## src/srtm_pkg.sv

```systemverilog
package srtm_pkg;

    // Table size and derived index widths
    localparam int ENTRIES   = 128;
    localparam int IDX_W     = (ENTRIES > 1) ? $clog2(ENTRIES) : 1;
    localparam int IDX_IN_W  = 7;
    localparam int CMP_W     = ((ENTRIES > (1 << IDX_IN_W)) ? $clog2(ENTRIES + 1) : IDX_IN_W) + 1;

    // Field widths
    localparam int VAL_W     = 32;
    localparam int TMO_W     = 16;
    localparam int SEV_W     = 3;
    localparam int FLG_W     = 4;
    localparam int MODE_W    = 2;

    // Item kinds carried in tuser
    localparam logic [MODE_W-1:0] MODE_SAMPLE = 2'd0;
    localparam logic [MODE_W-1:0] MODE_TICK   = 2'd1;
    localparam logic [MODE_W-1:0] MODE_LOAD   = 2'd2;

    // Entry flag bits
    localparam logic [FLG_W-1:0] FLAG_OVER    = 4'b0001;
    localparam logic [FLG_W-1:0] FLAG_UNDER   = 4'b0010;
    localparam logic [FLG_W-1:0] FLAG_INVALID = 4'b0100;
    localparam logic [FLG_W-1:0] FLAG_TIMEOUT = 4'b1000;

    localparam logic [TMO_W-1:0] TIMEOUT_RESET = 16'd100;
    localparam logic signed [VAL_W-1:0] VAL_MIN = {1'b1, {(VAL_W-1){1'b0}}};
    localparam logic signed [VAL_W-1:0] VAL_MAX = {1'b0, {(VAL_W-1){1'b1}}};

    // Input transaction payload, lowest field last
    typedef struct packed {
        logic [4:0]              pad;
        logic [SEV_W-1:0]        load_severity;
        logic [TMO_W-1:0]        load_timeout;
        logic signed [VAL_W-1:0] load_high_limit;
        logic signed [VAL_W-1:0] load_low_limit;
        logic                    group_start;
        logic signed [VAL_W-1:0] sample_value;
        logic [IDX_IN_W-1:0]     entry_index;
    } t_in_data;

    typedef struct packed {
        logic              sample_invalid;
        logic [MODE_W-1:0] mode;
    } t_in_user;

    typedef struct packed {
        logic                    pad;
        logic [SEV_W-1:0]        worst_severity;
        logic [FLG_W-1:0]        entry_flags;
        logic signed [VAL_W-1:0] checked_value;
    } t_out_data;

    localparam int IN_DATA_W  = $bits(t_in_data);
    localparam int IN_USER_W  = $bits(t_in_user);
    localparam int OUT_DATA_W = $bits(t_out_data);

    // Per-entry parameter word and per-entry running state word
    typedef struct packed {
        logic signed [VAL_W-1:0] low;
        logic signed [VAL_W-1:0] high;
        logic [TMO_W-1:0]        tmo;
        logic [SEV_W-1:0]        sev;
    } t_par;

    typedef struct packed {
        logic [TMO_W-1:0] cnt;
        logic [FLG_W-1:0] flags;
    } t_st;

    localparam t_par PAR_RESET = '{low: VAL_MIN, high: VAL_MAX, tmo: TIMEOUT_RESET, sev: '0};
    localparam t_st  ST_RESET  = '{cnt: '0, flags: '0};

    // Controller states
    typedef enum logic [1:0] {
        S_IDLE,
        S_ITEM,
        S_TICK,
        S_TFIN
    } t_state;

    // Controller to datapath commands
    typedef struct packed {
        logic accept;
        logic walk_next;
        logic tick_step;
        logic item_finish;
        logic tick_finish;
    } t_cmd;

    // Datapath to controller status
    typedef struct packed {
        logic in_tick;
        logic walk_last;
        logic out_free;
    } t_sts;

endpackage

```

## src/srtm_ctrl.sv

```systemverilog
module srtm_ctrl
    import srtm_pkg::*;
(
    input  logic i_clk,
    input  logic i_rst_n,
    input  logic i_s_tvalid,
    output logic o_s_tready,
    input  t_sts i_sts,
    output t_cmd o_cmd
);

    t_state r_state;
    t_state n_state;

    // State register
    always_ff @(posedge i_clk) begin
        if (!i_rst_n) begin
            r_state <= S_IDLE;
        end else begin
            r_state <= n_state;
        end
    end

    // Next state and commands
    always_comb begin
        n_state    = r_state;
        o_cmd      = '0;
        o_s_tready = 1'b0;
        case (r_state)
            S_IDLE: begin
                o_s_tready = 1'b1;
                if (i_s_tvalid) begin
                    o_cmd.accept = 1'b1;
                    n_state      = i_sts.in_tick ? S_TICK : S_ITEM;
                end
            end
            S_ITEM: begin
                if (i_sts.out_free) begin
                    o_cmd.item_finish = 1'b1;
                    n_state           = S_IDLE;
                end
            end
            S_TICK: begin
                o_cmd.tick_step = 1'b1;
                if (i_sts.walk_last) begin
                    n_state = S_TFIN;
                end else begin
                    o_cmd.walk_next = 1'b1;
                end
            end
            S_TFIN: begin
                if (i_sts.out_free) begin
                    o_cmd.tick_finish = 1'b1;
                    n_state           = S_IDLE;
                end
            end
            default: begin
                n_state = S_IDLE;
            end
        endcase
    end

`ifndef SYNTHESIS
    a_cmd_excl: assert property (@(posedge i_clk) disable iff (!i_rst_n)
        $onehot0({o_cmd.accept, o_cmd.item_finish, o_cmd.tick_step, o_cmd.tick_finish}))
        else $error("controller issued conflicting commands");

    a_accept_next: assert property (@(posedge i_clk) disable iff (!i_rst_n)
        o_cmd.accept |=> (r_state == S_ITEM || r_state == S_TICK))
        else $error("accepted transaction did not start processing");

    a_walk_end: assert property (@(posedge i_clk) disable iff (!i_rst_n)
        (r_state == S_TICK && i_sts.walk_last) |=> (r_state == S_TFIN))
        else $error("tick walk did not finish after last entry");
`endif

endmodule

```

## config.mk

```make
export PLATFORM = sky130hd
export DESIGN_NAME = srtm_ctrl
export DESIGN_NICKNAME = d
export VERILOG_FILES = /design/src/srtm_pkg.sv /design/src/srtm_ctrl.sv
export SDC_FILE = /design/constraint.sdc
export NUM_CORES = 1
export LEC_CHECK = 0
export BUFFER_PORTS_ARGS = -buffer_cell sky130_fd_sc_hd__buf_2
export CORE_AREA = 8 8 45 47
export DETAILED_ROUTE_END_ITERATION = 8
export DIE_AREA = 0 0 53 55
export GPL_TIMING_DRIVEN = 0
export PLACE_DENSITY = 0.37
export SLEW_MARGIN = 15
export SYNTH_ARGS = -nofsm -noshare
export SYNTH_HDL_FRONTEND = slang
export SYNTH_SLANG_ARGS = --single-unit
```

## constraint.sdc

```tcl
create_clock -name i_clk -period 0.9 [get_ports i_clk]
set_input_delay 0.045 -clock i_clk [delete_from_list [all_inputs] [get_ports i_clk]]
set_output_delay 0.045 -clock i_clk [all_outputs]
set_load 0.02 [all_outputs]
```

==> impl_metrics.csv, run 1 <==
group,metric,value,unit
run_status,outcome,"finished, violations left",
routing,met2_wirelength,188,um
critical_path,critical_path.startpoint,"r_state[1]$_SDFFE_PN0P_",
routing,vias_per_cell,3.89,
finish,most-common-layout-cells,"sky130_fd_sc_hd__buf_6, sky130_fd_sc_hd__buf_2, sky130_fd_sc_hd__clkbuf_4",
finish,syn2layout_area_growth,143,%
global_routing,gr-usage-all-layers,0.0393,
synth,syn_area,128,um2
sta,slew_violations,0,
sta,tightest_slew,179,ps
floorplanning,die_y,55,um
sta,worst_clock_skew,2.10,ps
synth,synth.ff_latch_count,2,
pwr,power_switching_share,0.276,
critical_path,reg2reg_from,"r_state[1]$_SDFFE_PN0P_",
clock_network,clkTransAtPathRegs,30,ps
routing,antenna_violating_nets_post_route,0,
pwr,p_comb_frac,0.325,
pwr,power.density_cell_area,1460,nW/um2
worst_hold_path,hold_class,"input port to flop",
global_routing,antenna_found_initial,0,
pwr,design_power_total,453,uW
finish,layout-drive-gt1-share,0.774,
worst_hold_path,whs_path_depth,2,
sta,setup_tns,-535,ps
finish,design.final.nets,39,
clock_network,cts.sinks,2,
finish,regMostFlops,"r_state",
synth,syn-instance-count,15,
synth,seq_area_frac_synth,0.314,
critical_path,crit_end,"o_cmd[3]",
pwr,switchingPower,125,uW
flow_run,maxCapViolations,0,
routing,top_layer,"met4",
synth,yosys.cell_types.count,12,
pwr,power.static_leakage,0.000147,uW
critical_path,setup.reg_to_reg.worst_slack,-70,ps
critical_path,timing.setup.critical_path_class,"flop to output pin",
floorplanning,initial_cell_density_of_the_core,0.0922,
finish,insertedDiodeCount,0,
critical_path,cp_data_required_time,850,ps
synth,top_cells_by_area_synth,"sky130_fd_sc_hd__dfxtp_1, sky130_fd_sc_hd__and2_1, sky130_fd_sc_hd__o311a_1, sky130_fd_sc_hd__and3b_1, sky130_fd_sc_hd__nor2b_2",
pwr,clock_power_share,0.425,
global_routing,first_global_vias,180,
synth,synth.yosys.warnings,0,
place,globalplace.congestion,0.725,
routing,routedLengthMet1,199,um
routing,drt_drc_violations_left,0,
synth,yosys.area.top_type_share,0.314,
place,dp_slack,-35.7,ps
floorplanning,rows,14,
floorplanning,area_of_the_die,2920,um2
critical_path,crit_fanout,6,
sta,slew_headroom,0.881,
clock_network,cts_root_buffer,"sky130_fd_sc_hd__clkbuf_4",
clock_network,h_tree_levels,1,
floorplanning,ios,12,
critical_path,worstPathArrival,990,ps
clock_network,cts_max_path_buffers,2,
routing,detailed_routed_wire_length_on_met3,102,um
routing,drt_first_pass_iters,1,
clock_network,holdBufCountCts,0,
floorplanning,fp.coreArea,1380,um2
routing,avgRoutedWirePerCell,10.7,um
sta,timing.final.ws_setup,-130,ps
critical_path,timing.critical_path.to_type,"output pin",
finish,biggestRegsByFlops,"r_state x2",
run_status,failed_checks,"setup timing",
finish,number_of_flip_flops_in_the_largest_register,2,
sta,max_clock_freq,971,MHz
sta,layout_min_cycle_time,1030,ps
clock_network,clock_latency,220,ps
finish,layout_commonest_cell,"sky130_fd_sc_hd__buf_6",
synth,netlist.top_cell.by_area,"sky130_fd_sc_hd__dfxtp_1",
clock_network,cts_buffers,3,
global_routing,grt_max_degree,8,
floorplanning,fp.dieW,53,um
sta,fin_crit_sh,1.14,
routing,postRouteWirelength,503,um
critical_path,setup.worst_path.start_class,"flop",
sta,hold_viol,0,
pwr,power.internal,328,uW
synth,synth.avg_cell_area,8.51,um2
synth,synth_fp_nets,21,
global_routing,grt_first_pass_wirelength,765,um
routing,num_vias,183,
place,dp_hpwl,363,um
pwr,max-vdd-ir-drop,0.470,mV
sta,setup_viol,6,
sta,final.hold.worst_slack,61.0,ps
routing,detailedRoute.firstIterationViolations,0,
clock_network,cts_tree,"built",
global_routing,grt_overflow_total,0,
critical_path,critical_path.reg2reg.endpoint,"r_state[0]$_SDFFE_PN0P_",
critical_path,timing.reg2reg.worst_path_depth,3,
pwr,power.sequential.fraction,0.250,
place,io_buffer_count,11,
sta,grt_setup_unrepaired,"yes",
per-layer routing:
metal	track usage	vias up
met5	0	-
met4	0.0517	0
met3	0.0348	2
met2	0.0469	12
met1	0.0347	83
li1	-	86
worst max-delay path, cell delays in order (launching register included):
cell	delay, ps
sky130_fd_sc_hd__dfxtp_4	360
sky130_fd_sc_hd__nor2b_4	150
sky130_fd_sc_hd__nor2b_4	140
sky130_fd_sc_hd__buf_6	120
power by group through the flow:
stage / logic, uW / clock network [uW] / registers, uW
3_5_place_dp: 97.8 / 0 / 112
6_report: 147 / 192 / 113
2_1_floorplan: 61.0 / 0 / 109
4_1_cts: 131 / 206 / 112
5_1_grt: 155 / 210 / 116
3_3_place_gp: 98.2 / 0 / 112
cells by family after synthesis:
| family | Yosys count | synth area share |
|---|---|---|
| compound gates | 3 | 0.196 |
| simple gates | 10 | 0.490 |
| flops | 2 | 0.314 |
how the worst min path moves through the flow:
stage,from,end,slack [ps]
detailed placement,i_rst_n,r_state[1]$_SDFFE_PN0P_,280
global placement,i_rst_n,r_state[1]$_SDFFE_PN0P_,280
global route,i_rst_n,r_state[1]$_SDFFE_PN0P_,60
CTS,i_rst_n,r_state[1]$_SDFFE_PN0P_,50
finish,i_rst_n,r_state[1]$_SDFFE_PN0P_,60
floorplan,i_sts[1],o_cmd[3],120
stage by stage:
stage	cells	area [um2]	util
floorplan	15	138	-
global placement	42	213	0.154
detailed placement	42	213	0.154
CTS	47	293	0.212
global route	47	310	0.224
finish	47	310	0.224
cells in the mapped netlist (all sizes together):
cell type	instances
o311a	1
a21boi	1
and3b	1
and3	1
and2	2
o21a	1
nor3b	1
nor2b	2
dfxtp	2
nand2	1
nor2	2
layout make-up:
type	count	area (um2)
Sequential cell	2	47.5
Fill cell	156	1070
Tap cell	16	20.0
Timing Repair Buffer	13	108
Clock buffer	3	22.5
Multi-Input combinational cell	13	113
repair_timing:
action	in CTS	in global routing
setup endpoints to repair	8	7
buffers inserted	2	0
pin swaps	2	1
resized for setup	15	5
(Power assumes the default switching activity.)
==> inputs of run 2 (changes only) <==
--- a/config.mk
+++ b/config.mk
@@ -9,7 +9,6 @@
 export CORE_AREA = 8 8 45 47
 export DETAILED_ROUTE_END_ITERATION = 8
 export DIE_AREA = 0 0 53 55
-export GPL_TIMING_DRIVEN = 0
 export PLACE_DENSITY = 0.37
 export SLEW_MARGIN = 15
 export SYNTH_ARGS = -nofsm -noshare
==> impl_metrics.csv, run 2 (synthesis results as in run 1) <==
group,metric,value,unit
finish,biggestRegsByFlops,"r_state x2",
finish,regArea,47.5,um2
finish,multi_input_area,125,um2
finish,final_core_util,0.247,
finish,syn2layout_area_growth,168,%
finish,insertedDiodeCount,0,
routing,detailedRoute.firstIterationViolations,0,
critical_path,cp_data_required_time,850,ps
floorplanning,fp.coreArea,1380,um2
sta,fin_crit_sh,1.17,
place,globalplace.congestion,0.697,
critical_path,timing.critical_path.slowest_cell_delay,350,ps
clock_network,clkTransAtPathRegs,30,ps
routing,routedLengthMet1,202,um
critical_path,timing.reg2reg.worst_path_depth,3,
routing,drt_first_pass_iters,1,
finish,most-common-layout-cells,"sky130_fd_sc_hd__buf_6, sky130_fd_sc_hd__buf_2, sky130_fd_sc_hd__clkbuf_4, sky130_fd_sc_hd__buf_4",
routing,drt_drc_violations_left,0,
routing,detailed_routed_wire_length_on_met3,110,um
floorplanning,fp.dieW,53,um
pwr,power_switching_share,0.281,
clock_network,cts_buffers,3,
global_routing,antenna_found_initial,0,
global_routing,grt_first_pass_wirelength,807,um
clock_network,clock_latency,220,ps
pwr,max-vdd-ir-drop,0.412,mV
finish,number_of_flip_flops_in_the_largest_register,2,
critical_path,crit_fanout,6,
clock_network,cts.sinks,2,
pwr,power.density_cell_area,1420,nW/um2
finish,instances_no_fill,49,
global_routing,grt_overflow_total,0,
pwr,power.static_leakage,0.000165,uW
global_routing,first_global_vias,197,
place,post-place-cells,43,
sta,setup_viol,8,
critical_path,timing.setup.critical_path_class,"flop to output pin",
clock_network,h_tree_levels,1,
critical_path,worstPathArrival,1010,ps
routing,top_layer,"met4",
sta,hold_viol,0,
run_status,failed_checks,"setup timing",
sta,grt_setup_unrepaired,"yes",
floorplanning,area_of_the_die,2920,um2
floorplanning,ios,12,
clock_network,holdBufCountCts,0,
critical_path,timing.critical_path.max_delay_family,"flip-flops",
finish,filler_cell_count,156,
clock_network,cts_root_buffer,"sky130_fd_sc_hd__clkbuf_4",
sta,slew_headroom,0.889,
pwr,clock_power_share,0.399,
critical_path,cpMostUsedCell,"sky130_fd_sc_hd__buf_6",
pwr,switchingPower,136,uW
pwr,power.internal,347,uW
worst_hold_path,hold_class,"input port to flop",
finish,design.final.nets,41,
clock_network,cts_tree,"built",
run_status,outcome,"finished, violations left",
clock_network,cts_max_path_buffers,2,
routing,avgRoutedWirePerCell,11.8,um
critical_path,critical_path_depth,4,
sta,final.hold.worst_slack,61.0,ps
finish,layout-drive-gt1-share,0.818,
critical_path,cpMaxStageDelayCell,"sky130_fd_sc_hd__dfxtp_4",
critical_path,critical_path.n_buffers_inverters,2,
worst_hold_path,whs_path_depth,2,
routing,postRouteWirelength,576,um
floorplanning,initial_cell_density_of_the_core,0.0922,
floorplanning,die_y,55,um
finish,layout_commonest_cell,"sky130_fd_sc_hd__buf_6",
routing,num_vias,189,
sta,tightest_slew,166,ps
routing,vias_per_cell,3.86,
flow_run,maxCapViolations,0,
sta,slew_violations,0,
pwr,power.sequential.fraction,0.237,
finish,regMostFlops,"r_state",
routing,met2_wirelength,248,um
sta,timing.final.ws_setup,-156,ps
critical_path,critical_path.cell_chain,"buf_6, nor2_4, and2_4, buf_6",
pwr,p_comb_frac,0.364,
sta,worst_clock_skew,0.761,ps
sta,layout_min_cycle_time,1060,ps
global_routing,gr-usage-all-layers,0.0431,
critical_path,timing.critical_path.to_type,"output pin",
routing,antenna_violating_nets_post_route,0,
critical_path,setup.worst_path.start_class,"flop",
place,io_buffer_count,11,
sta,max_clock_freq,947,MHz
floorplanning,rows,14,
place,dp_slack,-10.6,ps
global_routing,grt_max_degree,7,
==> run 2: changes by cell type in the layout (fill, tap and decap cells not counted) <==
cell / previous run / this run
sky130_fd_sc_hd__buf_6: 6 / 7
sky130_fd_sc_hd__nand2_4: 0 / 1
sky130_fd_sc_hd__nand2_1: 1 / 0
sky130_fd_sc_hd__buf_4: 2 / 3
sky130_fd_sc_hd__nor2_4: 1 / 2
sky130_fd_sc_hd__nor2_2: 1 / 0
==> run 2: worst paths after layout <==
| kind | start | to | slack [ps] |
|---|---|---|---|
| worst max-delay path | r_state[1]$_SDFFE_PN0P_ | o_cmd[4] | -160 |
| worst max register to register | r_state[0]$_SDFFE_PN0P_ | r_state[1]$_SDFFE_PN0P_ | -60 |
| worst min register to register | r_state[0]$_SDFFE_PN0P_ | r_state[0]$_SDFFE_PN0P_ | 610 |
| worst min-delay path | i_rst_n | r_state[1]$_SDFFE_PN0P_ | 60 |
==> run 2: cell type report <==
cell class / instances / area share
repair buffers: 15 / 0.370
well taps: 16 / 0.0586
multi-input cells: 13 / 0.366
clock buffers: 3 / 0.0659
flip-flops and latches: 2 / 0.139
==> run 2: what timing repair did <==
item                       in CTS  in global routing
setup endpoints to repair       8                  8
hold endpoints to repair        0                  0
setup buffers                   2                  1
resized for setup              18                  6
pin swaps                       2                  3
==> run 2: per-stage QoR <==
stage / cell area (um2) / TNS (ps) / total power, uW
after floorplan: 138 / -75.9 / 170
after global placement: 220 / -5.09 / 216
after detailed placement: 220 / -21.2 / 218
after CTS: 312 / -682 / 477
after global routing: 342 / -1010 / 512
final: 342 / -716 / 483
==> run 2: per-layer routing <==
metal / global-route usage / up-vias
met5: 0 / -
met4: 0.0517 / 0
met3: 0.0401 / 2
met2: 0.0684 / 12
met1: 0.0257 / 85
li1: - / 90
==> run 2: power by group through the flow <==
| stage | combinational [uW] | sequential [uW] | clock [uW] |
|---|---|---|---|
| after floorplan | 61.0 | 109 | 0 |
| after global placement | 105 | 110 | 0 |
| after detailed placement | 107 | 111 | 0 |
| after CTS | 159 | 112 | 206 |
| after global routing | 185 | 117 | 210 |
| final | 176 | 115 | 193 |
